===== src/rtl/wfs_pkg.sv =====
// shared types, constants and helpers for the weighted fifo semaphore
package wfs_pkg;

  // sizing of the waiter queue and the available count
  localparam int unsigned QUEUE_DEPTH = 16;
  localparam int unsigned COUNT_BITS  = 32;

  // fixed field widths
  localparam int unsigned CFG_BITS   = 32;
  localparam int unsigned CMD_BITS   = 2;
  localparam int unsigned TID_BITS   = 8;
  localparam int unsigned CNT_BITS   = 16;
  localparam int unsigned CODE_BITS  = 2;
  localparam int unsigned ENTRY_BITS = TID_BITS + CNT_BITS;

  // derived widths
  localparam int unsigned IDX_BITS = (QUEUE_DEPTH > 1) ? $clog2(QUEUE_DEPTH) : 1;
  localparam int unsigned OCC_BITS = $clog2(QUEUE_DEPTH + 1);
  localparam int unsigned CMP_BITS = ((COUNT_BITS > CNT_BITS) ? COUNT_BITS : CNT_BITS) + 1;

  // saturation limit of the available count, in compare width
  localparam logic [CMP_BITS-1:0] COUNT_MAX =
    (CMP_BITS'(1) << COUNT_BITS) - CMP_BITS'(1);

  typedef enum logic [CMD_BITS-1:0] {
    CMD_WAIT         = 2'd0,
    CMD_SIGNAL_ONE   = 2'd1,
    CMD_SIGNAL_COUNT = 2'd2,
    CMD_CLOSE        = 2'd3
  } wfs_cmd_e;

  typedef enum logic [CODE_BITS-1:0] {
    CODE_OK      = 2'd0,
    CODE_BLOCKED = 2'd1,
    CODE_CLOSED  = 2'd2,
    CODE_FULL    = 2'd3
  } wfs_code_e;

  // datapath operations issued by the controller
  typedef enum logic [2:0] {
    OP_NONE   = 3'd0,
    OP_EXEC   = 3'd1,
    OP_STATUS = 3'd2,
    OP_POP    = 3'd3,
    OP_WEMIT  = 3'd4
  } wfs_op_e;

  typedef struct packed {
    logic    latch;
    wfs_op_e op;
    logic    last;
  } wfs_ctrl_t;

  typedef struct packed {
    logic exec_emits;
    logic signal_one;
    logic head_fits;
    logic slot_free;
  } wfs_status_t;

  // queue index increment with wrap at the depth
  function automatic logic [IDX_BITS-1:0] idx_inc(input logic [IDX_BITS-1:0] idx);
    return (idx == IDX_BITS'(QUEUE_DEPTH - 1)) ? '0 : idx + IDX_BITS'(1);
  endfunction

endpackage


===== src/rtl/wfs_ram.sv =====
// generic single write port ram with registered read
module wfs_ram #(
  parameter int unsigned WIDTH = 8,
  parameter int unsigned DEPTH = 16,
  localparam int unsigned AddrBits = (DEPTH > 1) ? $clog2(DEPTH) : 1
) (
  input  logic                clk_i,
  input  logic                we_i,
  input  logic [AddrBits-1:0] waddr_i,
  input  logic [WIDTH-1:0]    wdata_i,
  input  logic [AddrBits-1:0] raddr_i,
  output logic [WIDTH-1:0]    rdata_o
);

  logic [WIDTH-1:0] mem_q [DEPTH];
  logic [WIDTH-1:0] rdata_q;

  // write port and registered read port
  always_ff @(posedge clk_i) begin
    if (we_i) begin
      mem_q[waddr_i] <= wdata_i;
    end
    rdata_q <= mem_q[raddr_i];
  end

  assign rdata_o = rdata_q;

endmodule


===== src/rtl/wfs_datapath.sv =====
// semaphore datapath: count, flags, queue pointers, waiter ram and output register
module wfs_datapath (
  input  logic                           clk_i,
  input  logic                           rst_ni,
  input  logic                           cfg_we_i,
  input  logic [wfs_pkg::CFG_BITS-1:0]   cfg_wdata_i,
  input  logic [wfs_pkg::CMD_BITS-1:0]   in_cmd_i,
  input  logic [wfs_pkg::TID_BITS-1:0]   in_thread_id_i,
  input  logic [wfs_pkg::CNT_BITS-1:0]   in_count_i,
  input  logic                           out_stall_i,
  output logic                           out_valid_o,
  output logic                           out_kind_o,
  output logic [wfs_pkg::TID_BITS-1:0]   out_target_thread_o,
  output logic [wfs_pkg::CODE_BITS-1:0]  out_code_o,
  output logic                           out_last_o,
  input  wfs_pkg::wfs_ctrl_t             ctrl_i,
  output wfs_pkg::wfs_status_t           status_o
);
  import wfs_pkg::*;

  // latched input item
  wfs_cmd_e              cmd_q, cmd_d;
  logic [TID_BITS-1:0]   tid_q, tid_d;
  logic [CNT_BITS-1:0]   cnt_q, cnt_d;

  // semaphore state
  logic [COUNT_BITS-1:0] avail_q, avail_d;
  logic                  closed_q, closed_d;
  logic [IDX_BITS-1:0]   head_q, head_d;
  logic [IDX_BITS-1:0]   tail_q, tail_d;
  logic [OCC_BITS-1:0]   occ_q, occ_d;

  // popped waiter waiting to go out
  logic [TID_BITS-1:0]   pend_tid_q, pend_tid_d;
  wfs_code_e             pend_code_q, pend_code_d;

  // output register
  logic                  out_valid_q, out_valid_d;
  logic                  out_kind_q, out_kind_d;
  logic [TID_BITS-1:0]   out_tid_q, out_tid_d;
  wfs_code_e             out_code_q, out_code_d;
  logic                  out_last_q, out_last_d;

  // waiter ram
  logic                  ram_we;
  logic [ENTRY_BITS-1:0] ram_rdata;
  logic [TID_BITS-1:0]   head_tid;
  logic [CNT_BITS-1:0]   head_cnt;

  // compare-width operands
  logic [CMP_BITS-1:0]   wide_avail, wide_cnt, wide_head, add_amt, sum;
  logic                  wait_pass, queue_full, head_fits;

  // emitted item
  logic                  emit;
  logic                  e_kind;
  logic [TID_BITS-1:0]   e_tid;
  wfs_code_e             e_code;

  assign head_tid   = ram_rdata[ENTRY_BITS-1:CNT_BITS];
  assign head_cnt   = ram_rdata[CNT_BITS-1:0];
  assign wide_avail = CMP_BITS'(avail_q);
  assign wide_cnt   = CMP_BITS'(cnt_q);
  assign wide_head  = CMP_BITS'(head_cnt);
  assign add_amt    = (cmd_q == CMD_SIGNAL_ONE) ? CMP_BITS'(1) : wide_cnt;
  assign sum        = wide_avail + add_amt;

  assign wait_pass  = (occ_q == '0) && (wide_avail >= wide_cnt);
  assign queue_full = (occ_q == OCC_BITS'(QUEUE_DEPTH));
  assign head_fits  = (occ_q != '0) && (closed_q || (wide_head <= wide_avail));

  // status for the controller
  assign status_o.exec_emits = closed_q || (cmd_q == CMD_WAIT);
  assign status_o.signal_one = (cmd_q == CMD_SIGNAL_ONE);
  assign status_o.head_fits  = head_fits;
  assign status_o.slot_free  = !out_valid_q || !out_stall_i;

  // next-state logic
  always_comb begin
    cmd_d       = cmd_q;
    tid_d       = tid_q;
    cnt_d       = cnt_q;
    avail_d     = avail_q;
    closed_d    = closed_q;
    head_d      = head_q;
    tail_d      = tail_q;
    occ_d       = occ_q;
    pend_tid_d  = pend_tid_q;
    pend_code_d = pend_code_q;
    ram_we      = 1'b0;
    emit        = 1'b0;
    e_kind      = 1'b0;
    e_tid       = tid_q;
    e_code      = CODE_OK;

    // input transfer
    if (ctrl_i.latch) begin
      cmd_d = wfs_cmd_e'(in_cmd_i);
      tid_d = in_thread_id_i;
      cnt_d = in_count_i;
    end

    unique case (ctrl_i.op)
      OP_EXEC: begin
        if (closed_q) begin
          emit   = 1'b1;
          e_code = CODE_CLOSED;
        end else begin
          unique case (cmd_q)
            CMD_WAIT: begin
              emit = 1'b1;
              if (wait_pass) begin
                avail_d = COUNT_BITS'(wide_avail - wide_cnt);
                e_code  = CODE_OK;
              end else if (queue_full) begin
                e_code  = CODE_FULL;
              end else begin
                ram_we  = 1'b1;
                tail_d  = idx_inc(tail_q);
                occ_d   = occ_q + OCC_BITS'(1);
                e_code  = CODE_BLOCKED;
              end
            end
            CMD_SIGNAL_ONE, CMD_SIGNAL_COUNT: begin
              // saturating add
              avail_d = (sum > COUNT_MAX) ? COUNT_BITS'(COUNT_MAX) : COUNT_BITS'(sum);
            end
            CMD_CLOSE: begin
              closed_d = 1'b1;
            end
          endcase
        end
      end
      OP_STATUS: begin
        emit   = 1'b1;
        e_code = CODE_OK;
      end
      OP_POP: begin
        pend_tid_d  = head_tid;
        pend_code_d = closed_q ? CODE_CLOSED : CODE_OK;
        head_d      = idx_inc(head_q);
        occ_d       = occ_q - OCC_BITS'(1);
        if (!closed_q) begin
          avail_d = COUNT_BITS'(wide_avail - wide_head);
        end
      end
      OP_WEMIT: begin
        emit   = 1'b1;
        e_kind = 1'b1;
        e_tid  = pend_tid_q;
        e_code = pend_code_q;
      end
      OP_NONE: begin
      end
      default: begin
      end
    endcase

    // register write loads the count
    if (cfg_we_i) begin
      avail_d = COUNT_BITS'(cfg_wdata_i);
    end
  end

  // output register
  always_comb begin
    out_valid_d = out_valid_q;
    out_kind_d  = out_kind_q;
    out_tid_d   = out_tid_q;
    out_code_d  = out_code_q;
    out_last_d  = out_last_q;
    if (emit) begin
      out_valid_d = 1'b1;
      out_kind_d  = e_kind;
      out_tid_d   = e_tid;
      out_code_d  = e_code;
      out_last_d  = ctrl_i.last;
    end else if (!out_stall_i) begin
      out_valid_d = 1'b0;
    end
  end

  // control registers
  always_ff @(posedge clk_i or negedge rst_ni) begin
    if (!rst_ni) begin
      avail_q     <= '0;
      closed_q    <= 1'b0;
      head_q      <= '0;
      tail_q      <= '0;
      occ_q       <= '0;
      out_valid_q <= 1'b0;
    end else begin
      avail_q     <= avail_d;
      closed_q    <= closed_d;
      head_q      <= head_d;
      tail_q      <= tail_d;
      occ_q       <= occ_d;
      out_valid_q <= out_valid_d;
    end
  end

  // payload registers
  always_ff @(posedge clk_i) begin
    cmd_q       <= cmd_d;
    tid_q       <= tid_d;
    cnt_q       <= cnt_d;
    pend_tid_q  <= pend_tid_d;
    pend_code_q <= pend_code_d;
    out_kind_q  <= out_kind_d;
    out_tid_q   <= out_tid_d;
    out_code_q  <= out_code_d;
    out_last_q  <= out_last_d;
  end

  // waiter queue; read address follows the next head so the data tracks the head
  wfs_ram #(
    .WIDTH (ENTRY_BITS),
    .DEPTH (QUEUE_DEPTH)
  ) u_queue_ram (
    .clk_i   (clk_i),
    .we_i    (ram_we),
    .waddr_i (tail_q),
    .wdata_i ({tid_q, cnt_q}),
    .raddr_i (head_d),
    .rdata_o (ram_rdata)
  );

  assign out_valid_o         = out_valid_q;
  assign out_kind_o          = out_kind_q;
  assign out_target_thread_o = out_tid_q;
  assign out_code_o          = out_code_q;
  assign out_last_o          = out_last_q;

endmodule


===== src/rtl/wfs_ctrl.sv =====
// semaphore controller: sequences execute, caller status and waiter release
module wfs_ctrl (
  input  logic                 clk_i,
  input  logic                 rst_ni,
  input  logic                 in_valid_i,
  output logic                 in_stall_o,
  input  wfs_pkg::wfs_status_t status_i,
  output wfs_pkg::wfs_ctrl_t   ctrl_o
);
  import wfs_pkg::*;

  typedef enum logic [4:0] {
    ST_IDLE   = 5'b00001,
    ST_EXEC   = 5'b00010,
    ST_STATUS = 5'b00100,
    ST_POP    = 5'b01000,
    ST_WEMIT  = 5'b10000
  } wfs_state_e;

  wfs_state_e state_q, state_d;
  logic       accept;

  assign in_stall_o = (state_q != ST_IDLE);
  assign accept     = in_valid_i && (state_q == ST_IDLE);

  // state transitions and datapath commands
  always_comb begin
    state_d      = state_q;
    ctrl_o.latch = accept;
    ctrl_o.op    = OP_NONE;
    ctrl_o.last  = 1'b0;
    unique case (state_q)
      ST_IDLE: begin
        if (accept) begin
          state_d = ST_EXEC;
        end
      end
      ST_EXEC: begin
        if (status_i.exec_emits) begin
          // wait or closed: single caller status
          if (status_i.slot_free) begin
            ctrl_o.op   = OP_EXEC;
            ctrl_o.last = 1'b1;
            state_d     = ST_IDLE;
          end
        end else begin
          ctrl_o.op = OP_EXEC;
          state_d   = ST_STATUS;
        end
      end
      ST_STATUS: begin
        if (status_i.slot_free) begin
          ctrl_o.op   = OP_STATUS;
          ctrl_o.last = !status_i.head_fits;
          state_d     = status_i.head_fits ? ST_POP : ST_IDLE;
        end
      end
      ST_POP: begin
        ctrl_o.op = OP_POP;
        state_d   = ST_WEMIT;
      end
      ST_WEMIT: begin
        // signal one releases at most the head
        if (status_i.slot_free) begin
          ctrl_o.op   = OP_WEMIT;
          ctrl_o.last = !status_i.head_fits || status_i.signal_one;
          state_d     = (status_i.head_fits && !status_i.signal_one) ? ST_POP : ST_IDLE;
        end
      end
      default: begin
        state_d = ST_IDLE;
      end
    endcase
  end

  always_ff @(posedge clk_i or negedge rst_ni) begin
    if (!rst_ni) begin
      state_q <= ST_IDLE;
    end else begin
      state_q <= state_d;
    end
  end

endmodule


===== src/rtl/weighted_fifo_semaphore.sv =====
// top level of the weighted fifo counting semaphore
//
// Input channel (in_valid_i / in_stall_o) carries one command: wait for a count,
// signal one, signal a count, or close. Output channel (out_valid_o / out_stall_i)
// carries result items: first the caller's status, then wake-ups of released
// waiters in queue order; out_last_o marks the final item of a command.
// One command is in flight at a time. A wait, or any command on a closed
// semaphore, gives a single result. Signal and close give the caller status,
// then wake-ups of released waiters through the pop / emit loop over the
// registered read of the waiter ram.
// The result sits in an output register; while the receiver stalls the sequencer
// holds before its next emit. Signal updates the count and close sets the closed
// flag before the caller status goes out, and each pop (ST_POP) comes ahead of
// its wake-up emit (ST_WEMIT).
// cfg_we_i loads cfg_wdata_i into the available count; write it only while idle.
// Reset clears the count to zero, opens the semaphore and empties the queue;
// ram contents stay undefined and are only read once written.
module weighted_fifo_semaphore (
  input  logic                          clk_i,
  input  logic                          rst_ni,
  input  logic                          cfg_we_i,
  input  logic [wfs_pkg::CFG_BITS-1:0]  cfg_wdata_i,
  input  logic                          in_valid_i,
  output logic                          in_stall_o,
  input  logic [wfs_pkg::CMD_BITS-1:0]  in_cmd_i,
  input  logic [wfs_pkg::TID_BITS-1:0]  in_thread_id_i,
  input  logic [wfs_pkg::CNT_BITS-1:0]  in_count_i,
  output logic                          out_valid_o,
  input  logic                          out_stall_i,
  output logic                          out_kind_o,
  output logic [wfs_pkg::TID_BITS-1:0]  out_target_thread_o,
  output logic [wfs_pkg::CODE_BITS-1:0] out_code_o,
  output logic                          out_last_o
);
  import wfs_pkg::*;

  wfs_ctrl_t   ctrl;
  wfs_status_t status;

  wfs_ctrl u_ctrl (
    .clk_i      (clk_i),
    .rst_ni     (rst_ni),
    .in_valid_i (in_valid_i),
    .in_stall_o (in_stall_o),
    .status_i   (status),
    .ctrl_o     (ctrl)
  );

  wfs_datapath u_datapath (
    .clk_i               (clk_i),
    .rst_ni              (rst_ni),
    .cfg_we_i            (cfg_we_i),
    .cfg_wdata_i         (cfg_wdata_i),
    .in_cmd_i            (in_cmd_i),
    .in_thread_id_i      (in_thread_id_i),
    .in_count_i          (in_count_i),
    .out_stall_i         (out_stall_i),
    .out_valid_o         (out_valid_o),
    .out_kind_o          (out_kind_o),
    .out_target_thread_o (out_target_thread_o),
    .out_code_o          (out_code_o),
    .out_last_o          (out_last_o),
    .ctrl_i              (ctrl),
    .status_o            (status)
  );

  // an input transfer always makes the block busy in the next cycle
  a_busy_after_transfer : assert property (@(posedge clk_i) disable iff (!rst_ni)
    (in_valid_i && !in_stall_o) |=> in_stall_o)
    else $error("input transfer did not make the block busy");

  // status and wake-up emits only go out when the output slot is free
  a_emit_slot_free : assert property (@(posedge clk_i) disable iff (!rst_ni)
    (ctrl.op == OP_STATUS || ctrl.op == OP_WEMIT) |-> status.slot_free)
    else $error("result emitted into an occupied output register");

  // a pop is only issued for a queued head that may leave
  a_pop_head_fits : assert property (@(posedge clk_i) disable iff (!rst_ni)
    (ctrl.op == OP_POP) |-> status.head_fits)
    else $error("waiter popped that does not fit or queue empty");

  // after a pop the block stays busy for the wake-up item that the pop prepared
  a_wemit_after_pop : assert property (@(posedge clk_i) disable iff (!rst_ni)
    (ctrl.op == OP_POP) |=> !in_stall_o == 1'b0)
    else $error("block went idle between pop and wake-up");

endmodule


===== config.mk =====
export PLATFORM = sky130hd
export DESIGN_NAME = weighted_fifo_semaphore
export DESIGN_NICKNAME = d
export VERILOG_FILES = /design/src/rtl/wfs_pkg.sv /design/src/rtl/wfs_ram.sv /design/src/rtl/wfs_datapath.sv /design/src/rtl/wfs_ctrl.sv /design/src/rtl/weighted_fifo_semaphore.sv
export SDC_FILE = /design/constraint.sdc
export NUM_CORES = 1
export LEC_CHECK = 0
export BUFFER_PORTS_ARGS = -buffer_cell sky130_fd_sc_hd__buf_2
export CORE_MARGIN = 4
export CORE_UTILIZATION = 62
export CTS_CLUSTER_SIZE = 40
export DETAILED_ROUTE_END_ITERATION = 10
export PLACE_DENSITY = 0.79
export SYNTH_ARGS = -nofsm -noshare
export SYNTH_HDL_FRONTEND = slang
export SYNTH_SLANG_ARGS = --single-unit
export TNS_END_PERCENT = 20

===== constraint.sdc =====
create_clock -name clk_i -period 6.05 [get_ports clk_i]
set_input_delay 1.5125 -clock clk_i [delete_from_list [all_inputs] [get_ports clk_i]]
set_output_delay 1.5125 -clock clk_i [all_outputs]
set_load 0.02 [all_outputs]

Yosys cells after proc, flatten, opt, wreduce, memory -nomap -nowiden
Memory sizes are Yosys's and may differ from the RTL's. A register that Yosys moved wholly into a read port is not among the register bits.
Cells that the tools add are included.
{"block": "totals", "ff_bits": 100, "latch_bits": 0, "ramBits": 384, "romBits": 0, "wordCells": 135, "mem_count": 1}
{"block": "classes", "addsub": 7, "n_mul": 0, "n_div": 0, "order_cmp": 3, "n_eq_ne": 29, "n_shift": 0, "mux": 53, "bitwise": 3, "n_reduce_logical": 23}
{"name": "u_datapath.u_queue_ram.mem_q", "depth": 16, "word_bits": 24, "read_ports": 1, "rd_ports_with_merged_regs": 1, "wr": 1, "line_no": "wfs_ram.sv:15", "source": "logic [WIDTH-1:0] mem_q [DEPTH];"}
{"operator": "$mux 32", "count": 5}
{"operator": "$pmux 32 s2", "count": 2}
{"operator": "$sub 32x16->32", "count": 2}
{"operator": "$mux 5", "count": 9}
{"operator": "$add 32x33->33", "count": 1}
{"operator": "$gt 33x32->1 const B", "count": 1}
{"operator": "$ge 32x16->1", "count": 1}
{"operator": "$le 16x32->1", "count": 1}
{"operator": "$pmux 5 s5", "count": 1}
{"operator": "$mux 4", "count": 6}
{"operator": "$mux 1", "count": 16}
{"operator": "$mux 16", "count": 1}
{"operator": "$reduce_and 5->1", "count": 3}
{"operator": "$mux 2", "count": 6}
{"operator": "$pmux 3 s4", "count": 1}
{"operator": "$eq 5x5->1 const B", "count": 2}
{"operator": "$ne 2x2->1 const B", "count": 5}
{"operator": "$pmux 5 s2", "count": 1}
{"operator": "$ne 3x3->1 const B", "count": 3}
{"operator": "$add 4x1->4 const B", "count": 2}
{"operator": "$eq 4x4->1 const B", "count": 2}
{"operator": "$mux 8", "count": 1}
{"operator": "$ne 4x3->1 const B", "count": 2}
{"operator": "$eq 3x2->1 const B", "count": 2}
{"operator": "other kinds (27)", "count": 42}

Logic depth before layout (Yosys ltp)
Gate-level depths: netlist (run 1).
{"block": "depth", "depth_word": 11, "depth_mapped": 16}

By module
A second synthesis (run 1) with hierarchy kept.
{"block": "unflattened", "hier_cells": 1606, "hier_area_um2": 23348.6}
{"mod": "wfs_ram", "n_inst": 1, "cells_per_inst": 636, "area_each_um2": 14930.6}
{"mod": "wfs_datapath", "n_inst": 1, "cells_per_inst": 912, "area_each_um2": 7927.6}
{"mod": "wfs_ctrl", "n_inst": 1, "cells_per_inst": 58, "area_each_um2": 490.5}

Worst setup path before layout (run 1)
Ideal clock, no wire load.
{"block": "synth_path", "path_type": "input to register", "startpoint": "in out_stall_i", "endpoint": "mem u_datapath.u_queue_ram.mem_q[0][0] in the netlist's numbering, enable pin", "setup_time_ns": 0.420, "t_arrival_ns": 4.059, "required_time_ns": 5.630, "setup_slack_ns": 1.570, "path_stages": 6, "n_path_buf": 1, "path_cell_list": "nand2_1 > nor2_1 > or2_2 > a2111oi_4 > buf_4 > nor4b_2"}
{"block": "synth_between", "elab_chain_len": 9}
{"item": "start, declared", "line_no": "weighted_fifo_semaphore.sv:29", "source": "input logic out_stall_i,"}
{"item": "$logic_not 1->1 (*)", "line_no": "wfs_datapath.sv:76", "source": "assign status_o.slot_free = !out_valid_q || !out_stall_i;"}
{"item": "$logic_or 1x1->1 (*)", "line_no": "wfs_datapath.sv:76"}
{"item": "$mux 2", "line_no": "wfs_ctrl.sv:41", "source": "if (status_i.slot_free) begin"}
{"item": "$mux 1", "line_no": "wfs_ctrl.sv:39", "source": "if (status_i.exec_emits) begin"}
{"item": "$pmux 3 s4 (*)", "line_no": "wfs_ctrl.sv:32", "source": "unique case (state_q)"}
{"item": "$eq 3x1->1 (*)", "line_no": "wfs_datapath.sv:103", "source": "unique case (ctrl_i.op)"}
{"item": "$mux 1 (*)", "line_no": "wfs_datapath.sv:103"}
{"item": "$mux 1 (*)", "line_no": "wfs_ram.sv:20", "source": "if (we_i) begin"}
{"item": "$mux 1 (not written as such) (*)", "line_no": "wfs_ram.sv:21", "source": "mem_q[waddr_i] <= wdata_i;"}
{"item": "end, declared", "line_no": "wfs_ram.sv:15"}
Every way passes the cells marked *; elsewhere a longest branch is shown, timed or not.

Worst setup path in the final report (run 1)
{"block": "layout_path", "startpoint": "reg u_datapath.cnt_q[5]", "endpoint": "mem u_datapath.u_queue_ram.mem_q[3][7] in the netlist's numbering, enable pin"}
{"block": "layout_between", "elab_chain_len": 8}
{"item": "start, declared", "line_no": "wfs_datapath.sv:24", "source": "logic [CNT_BITS-1:0] cnt_q, cnt_d;"}
{"item": "start signal, assigned", "line_no": "wfs_datapath.sv:206", "source": "cnt_q <= cnt_d;"}
{"item": "$ge 32x16->1", "line_no": "wfs_datapath.sv:68", "source": "assign wait_pass = (occ_q == '0) && (wide_avail >= wide_cnt);"}
{"item": "$logic_and 1x1->1", "line_no": "wfs_datapath.sv:68"}
{"item": "$mux 1", "line_no": "wfs_datapath.sv:112", "source": "if (wait_pass) begin"}
{"item": "$mux 1", "line_no": "wfs_datapath.sv:109", "source": "unique case (cmd_q)"}
{"item": "$mux 1", "line_no": "wfs_datapath.sv:105", "source": "if (closed_q) begin"}
{"item": "$mux 1", "line_no": "wfs_datapath.sv:103"}
{"item": "$mux 1", "line_no": "wfs_ram.sv:20"}
{"item": "$mux 1 (not written as such)", "line_no": "wfs_ram.sv:21"}
No other way between the ends.

==> results.py, run 1 <==
metrics = {
    "clock_network": {
        "ctsResizeCount": 0,
        "cts_tree": "done",
        "clockBufferDepth": 3,
        "cts_setup_buffers": 0,
        "cts_hold_buf": 0,
        "clkLatencyLatePin_ps": 600,
        "clock_sinks": 507,
        "cts_made_buffers": 49,
        "htreeDepth": 2,
        "cts-root-buf": "clkbuf_16",
        "clk_pin_slew_ps": 70,
    },
    "synthesis": {
        "netlist_area_um2": 23570,
        "ys_seq_area_share_pct": 62.47,
        "yosys.area.top_type": "edfxtp_1",
        "async_flop_share_pct": 10.26,
        "yosysWarnings": 0,
        "synth_edf_count": 431,
        "syn_nets": 1823,
        "synth.distinct_cells": 78,
        "synth-main-ff-cell": "edfxtp_1",
        "synthTopCellsByArea": "edfxtp_1 55%, mux4_2 9.2%, dfrtp_1 5.4%",
        "synth_cells": 1696,
        "ys_ff_latch": 507,
        "synth_top_area_share_pct": 54.91,
        "synth_area_per_cell_um2": 13.90,
    },
    "setup_path": {
        "cpPeakStageDelay_ps": 790,
        "path_class": "flop to flop",
        "cp_max_fo": 17,
        "critPathTopFamily": "simple AND/OR/NAND/NOR gates",
        "cp_slowest_cell": "a2111oi_4",
        "cp_num_buf_inv": 3,
        "worst_setup_path_end_kind": "flop",
        "path_cells": "inv_1 > ha_1 > a21oi_1 > nor3b_1 > a211oi_1 > buf_4 > nor3_1 > nor2_1 > a2111oi_4 > nor4b_4 > buf_12",
        "worstPathRequired_ps": 6340,
        "cp.arrival_ps": 4830,
        "cp-start-kind": "flop",
    },
    "timing": {
        "timing.fmax_mhz": 219.9,
        "holdWs_ps": 402.1,
        "clock_skew_ps": 16.63,
        "maxSlewHeadroom_pct": 33.58,
        "totalNegativeSetupSlack_ps": 0,
        "worstMarginPinSlew_ps": 996.3,
        "rsz0062_at_grt": "false",
        "drv_slew": 0,
        "final-setup-viol-count": 0,
        "hold_viol": 0,
        "fin_crit_sh_pct": 75.18,
        "min_period_ps": 4548,
    },
    "routing": {
        "antenna_left": 0,
        "drtPass1Iterations": 5,
        "via_count": 15500,
        "wirelength_um": 61630,
        "detail_route.wl_per_cell_um": 26.53,
        "drc": 0,
        "drt-initial-drc-count": 1957,
        "drt-vias-per-instance": 6.674,
    },
    "floorplan": {
        "coreArea_um2": 37580,
        "num_rows": 71,
        "io_pins": 77,
        "dieHeight_um": 203.0,
        "dieArea_um2": 41200,
        "die_w_um": 203.0,
        "start_util_pct": 62.73,
    },
    "final_layout": {
        "multiInputGateArea_um2": 8299,
        "area.growth.synth_to_final_pct": 11.49,
        "layout_commonest_cell": "edfxtp_1",
        "fill_cells": 2405,
        "drive_above_1_share_pct": 17.38,
        "nNetsFinal": 1899,
        "mostFrequentLayoutCells": "431 x edfxtp_1, 131 x nand2_1, 96 x mux4_2",
        "num_antenna_cells": 0,
        "regArea_um2": 14730,
    },
    "global_route": {
        "grt_max_degree": 98,
        "grtUsageMet2_pct": 48.58,
        "overflow": 0,
        "grt_use_met1_pct": 42.23,
        "antenna_found_initial": 0,
        "grt_pass1_vias": 15440,
        "grt_usage_pct": 30.05,
        "met3_usage_pct": 5.127,
        "grt_pass1_wl_um": 94380,
        "grt.busiest_layer": "met2",
    },
    "job": {
        "maxCapViolCount": 0,
    },
    "outcome": {
        "run_status": "finished clean",
    },
    "placement": {
        "gp_congestion": 0.9760,
        "dp_hpwl_um": 37430,
        "io_buffers": 76,
    },
    "power_and_ir_drop": {
        "p_leak_uw": 0.009309,
        "pwr_density_cell_nw_per_um2": 372.3,
        "ir_drop_v": 0.0003330,
    },
    "hold_path": {
        "worstHoldPathType": "flop to flop",
    },
}
## area by class of cell
cell class              count  share of cell area [%]
inverters                  71                   1.033
well taps                 511                   2.433
flip-flops and latches    507                   56.03
clock buffers              63                   4.904
clock inverters            28                   1.333
multi-input cells        1027                   31.58
repair buffers            116                   2.685
## registers in the layout, indices dropped and copies added (netlist names)
signal,cells
u_datapath.cmd_q,2
u_datapath.pend_tid_q,8
u_datapath.tid_q,8
u_datapath.out_last_o,1
u_datapath.out_code_o,2
u_datapath.closed_q,1
u_datapath.occ_q,5
u_datapath.head_q,4
u_datapath.u_queue_ram.rdata_o,24
u_datapath.cnt_q,16
u_datapath.out_kind_o,1
u_datapath.pend_code_q,1
u_datapath.out_target_thread_o,8
u_datapath.avail_q,32
u_datapath.out_valid_o,1
u_ctrl.state_q,5
u_datapath.tail_q,4
u_datapath.u_queue_ram.mem_q,384
## power breakdown
group / leakage [uW] / internal [uW] / switching (uW)
sequential: 0.00472 / 4090 / 309
clock: 0.000792 / 1810 / 1320
combinational: 0.00380 / 875 / 1380
total: 0.00931 / 6770 / 3010
## worst register-to-register path, cell delays in order, from the launching register on
cell and delay (ps):
edfxtp_1 660, inv_1 150, ha_1 370, a21oi_1 180, nor3b_1 330, a211oi_1 140, buf_4 190, nor3_1 210
nor2_1 140, a2111oi_4 790, nor4b_4 770, buf_12 290
## synthesized netlist by cell type, drive strengths merged, types with 8 or more instances
library cell,number
or3,9
nand2,131
buf,28
and2,44
xnor2,29
o211ai,11
nand2b,12
nor4,10
o21a,19
and3,13
ha,60
nand3,38
xor2,19
nand4,16
a21oi,76
dfrtp,51
a221oi,11
dfxtp,24
nor2,93
mux4,96
o21ai,66
o221ai,8
edfxtp,431
a31oi,39
a211oi,39
a21o,22
o31ai,9
nor3,32
clkbuf,63
inv,70
## through the flow
stage	setup WS, ps	instances	utilization [%]	instance area (um2)	total power, uW
final	1502	2323	69.94	26280	9784
after floorplan	1570	1696	-	23570	5939
after detailed placement	1504	2232	65.57	24640	6645
after global routing	1055	2323	69.94	26280	10210
after global placement	1589	2232	65.57	24640	6593
after CTS	1524	2323	69.94	26280	9781
## cells by family after synthesis
kind of cell,Yosys count,synth area share (%)
flops,507,62.47
simple gates,437,9.247
compound gates,375,10.80
buf+inv,162,2.691
mux,103,9.480
fa+ha+maj,64,3.525
xor+xnor,48,1.784
## worst paths after layout
check | cells past startpoint | slack [ps] | to | startpoint
setup / recovery | 11 | 1500 | u_datapath.u_queue_ram.mem_q[3][7]$_DFFE_PP_ | u_datapath.cnt_q[5]$_DFFE_PP_
hold / removal | 0 | 400 | u_datapath.pend_tid_q[4]$_DFFE_PP_ | u_datapath.u_queue_ram.rdata_o[20]$_DFF_P_
setup reg to reg | 11 | 1500 | u_datapath.u_queue_ram.mem_q[3][7]$_DFFE_PP_ | u_datapath.cnt_q[5]$_DFFE_PP_
hold reg to reg | 0 | 400 | u_datapath.pend_tid_q[4]$_DFFE_PP_ | u_datapath.u_queue_ram.rdata_o[20]$_DFF_P_
max in group asynchronous | 2 | 4470 | u_datapath.avail_q[8]$_DFFE_PN0P_ | rst_ni
min in group asynchronous | 2 | 1080 | u_datapath.avail_q[27]$_DFFE_PN0P_ | rst_ni
## metal layers
layer	up-vias	share of wire, %	wire [um]
met5	-	0	0
met1	7751	39	24160
met3	148	8.9	5462
li1	6763	-	-
met2	842	49	29970
met4	0	3.3	2035
Power figures use the tool's default switching activity.
==> run 2, diff against run 1 <==
--- a/config.mk
+++ b/config.mk
@@ -7,10 +7,10 @@
 export LEC_CHECK = 0
 export BUFFER_PORTS_ARGS = -buffer_cell sky130_fd_sc_hd__buf_2
 export CORE_MARGIN = 4
-export CORE_UTILIZATION = 62
+export CORE_UTILIZATION = 56
 export CTS_CLUSTER_SIZE = 40
 export DETAILED_ROUTE_END_ITERATION = 10
-export PLACE_DENSITY = 0.79
+export PLACE_DENSITY = 0.75
 export SYNTH_ARGS = -nofsm -noshare
 export SYNTH_HDL_FRONTEND = slang
 export SYNTH_SLANG_ARGS = --single-unit
==> constraint.sdc (replaced) <==
create_clock -name clk_i -period 4.15 [get_ports clk_i]
set_input_delay 1.0375 -clock clk_i [delete_from_list [all_inputs] [get_ports clk_i]]
set_output_delay 1.0375 -clock clk_i [all_outputs]
set_load 0.02 [all_outputs]
==> results.py, run 2 (synthesis gave the netlist of run 1 again) <==
metrics = {
    "clock_network": {
        "clkLatencyLatePin_ps": 590,
        "htreeDepth": 2,
        "clk_pin_slew_ps": 70,
        "cts_hold_buf": 0,
        "ctsResizeCount": 0,
        "cts_setup_buffers": 0,
        "clockBufferDepth": 3,
        "clock_sinks": 507,
        "cts_made_buffers": 49,
        "cts_tree": "done",
        "cts-root-buf": "clkbuf_16",
    },
    "setup_path": {
        "r2r_slack_ps": 300,
        "r2r_start": "u_datapath.cnt_q[12]$_DFFE_PP_",
        "r2r-end": "u_datapath.avail_q[5]$_DFFE_PN0P_",
        "cp-start-kind": "flop",
        "cp.arrival_ps": 4310,
        "cp_max_fo": 17,
        "worst_setup_path_end_kind": "flop",
        "path_class": "flop to flop",
        "r2r_cells": 12,
        "worstPathRequired_ps": 4610,
    },
    "final_layout": {
        "layout_commonest_cell": "edfxtp_1",
        "drive_above_1_share_pct": 19.16,
        "largest_register_ffs": 384,
        "mostFrequentLayoutCells": "431 x edfxtp_1, 131 x nand2_1, 96 x mux4_2",
        "top_register": "u_datapath.u_queue_ram.mem_q",
        "nNetsFinal": 1937,
        "area.growth.synth_to_final_pct": 13.14,
        "num_antenna_cells": 0,
        "fill_cells": 2876,
    },
    "routing": {
        "drt-initial-drc-count": 1693,
        "drc": 0,
        "drtPass1Iterations": 9,
        "detail_route.wl_per_cell_um": 25.79,
        "drt-vias-per-instance": 6.545,
        "wirelength_um": 61370,
        "via_count": 15580,
        "antenna_left": 0,
    },
    "floorplan": {
        "coreArea_um2": 41200,
        "io_pins": 77,
        "dieHeight_um": 213.2,
        "die_w_um": 213.2,
        "num_rows": 74,
        "start_util_pct": 57.21,
        "dieArea_um2": 45440,
    },
    "power_and_ir_drop": {
        "pwr_density_cell_nw_per_um2": 528.7,
        "p_leak_uw": 0.009486,
        "ir_drop_v": 0.0004215,
    },
    "global_route": {
        "overflow": 0,
        "grt_pass1_vias": 15360,
        "grtUsageMet2_pct": 44.07,
        "grt.busiest_layer": "met2",
        "grt_pass1_wl_um": 93400,
        "met3_usage_pct": 4.981,
        "grt_use_met1_pct": 37.86,
        "grt_usage_pct": 27.15,
        "grt_max_degree": 53,
        "antenna_found_initial": 0,
    },
    "timing": {
        "drv_slew": 0,
        "holdWs_ps": 393.5,
        "rsz0062_at_grt": "false",
        "clock_skew_ps": 13.89,
        "maxSlewHeadroom_pct": 33.40,
        "timing.fmax_mhz": 259.8,
        "totalNegativeSetupSlack_ps": 0,
        "final-setup-viol-count": 0,
        "min_period_ps": 3849,
        "worstMarginPinSlew_ps": 999.0,
        "fin_crit_sh_pct": 92.74,
        "hold_viol": 0,
    },
    "hold_path": {
        "worstHoldEndpoint": "u_datapath.pend_tid_q[6]$_DFFE_PP_",
        "hold_path.startpoint": "u_datapath.u_queue_ram.rdata_o[22]$_DFF_P_",
        "worstHoldPathType": "flop to flop",
        "hold_path_depth": 0,
    },
    "placement": {
        "dp_hpwl_um": 40040,
        "gp_congestion": 0.9750,
        "io_buffers": 76,
    },
    "outcome": {
        "run_status": "finished clean",
    },
    "job": {
        "maxCapViolCount": 0,
    },
}
==> run 2: worst max path at each step <==
stage,from,to,depth (start not counted)
global placement,u_datapath.cnt_q[8]$_DFFE_PP_,u_datapath.avail_q[30]$_DFFE_PN0P_,12
floorplan,u_datapath.cnt_q[5]$_DFFE_PP_,u_datapath.u_queue_ram.mem_q[0][0]$_DFFE_PP_,10
CTS,u_datapath.cnt_q[8]$_DFFE_PP_,u_datapath.u_queue_ram.mem_q[15][0]$_DFFE_PP_,12
finish,u_datapath.cnt_q[12]$_DFFE_PP_,u_datapath.avail_q[5]$_DFFE_PN0P_,12
global route,u_datapath.cnt_q[8]$_DFFE_PP_,u_datapath.avail_q[30]$_DFFE_PN0P_,12
detailed placement,u_datapath.cnt_q[8]$_DFFE_PP_,u_datapath.u_queue_ram.mem_q[13][21]$_DFFE_PP_,12
==> run 2: area by class of cell <==
class,count,area (um2),area share [%]
clock inverters,32,285.3,1.070
repair buffers,154,1166,4.373
flip-flops and latches,507,14730,55.21
multi-input cells,1027,8299,31.12
clock buffers,57,1256,4.710
inverters,71,271.5,1.018
well taps,532,665.6,2.496
==> run 2: routing by layer <==
layer	share of wire, %	vias up
li1	-	6838
met1	40	7782
met2	48	791
met3	8.3	165
met4	3.5	0
met5	0	-
==> run 2: critical path, cell delays in order, from the launching register on <==
cell	delay, ps
edfxtp_1	650
inv_1	240
ha_1	450
nand4_1	170
nand2b_1	170
a211oi_1	480
buf_4	250
o21ai_0	110
nand2_1	320
buf_4	330
o21ai_0	210
o221ai_1	240
nand2_1	80
==> run 2: per-stage QoR <==
stage	utilization, %	setup slack, ps	cells	cell area, um2	power (uW)
after global placement	60.99	440.3	2291	25130	9731
final	64.73	301.2	2380	26670	14100
after CTS	64.73	319.6	2380	26670	14100
after floorplan	-	-203.4	1696	23570	8659
after global routing	64.73	88.07	2380	26670	14730
after detailed placement	60.99	347.2	2291	25130	9803
==> run 2: where the power goes <==
part / internal, uW / switching (uW)
Combinational: 1340 / 2110
Sequential: 5960 / 394
Clock: 2380 / 1920
Total: 9670 / 4430
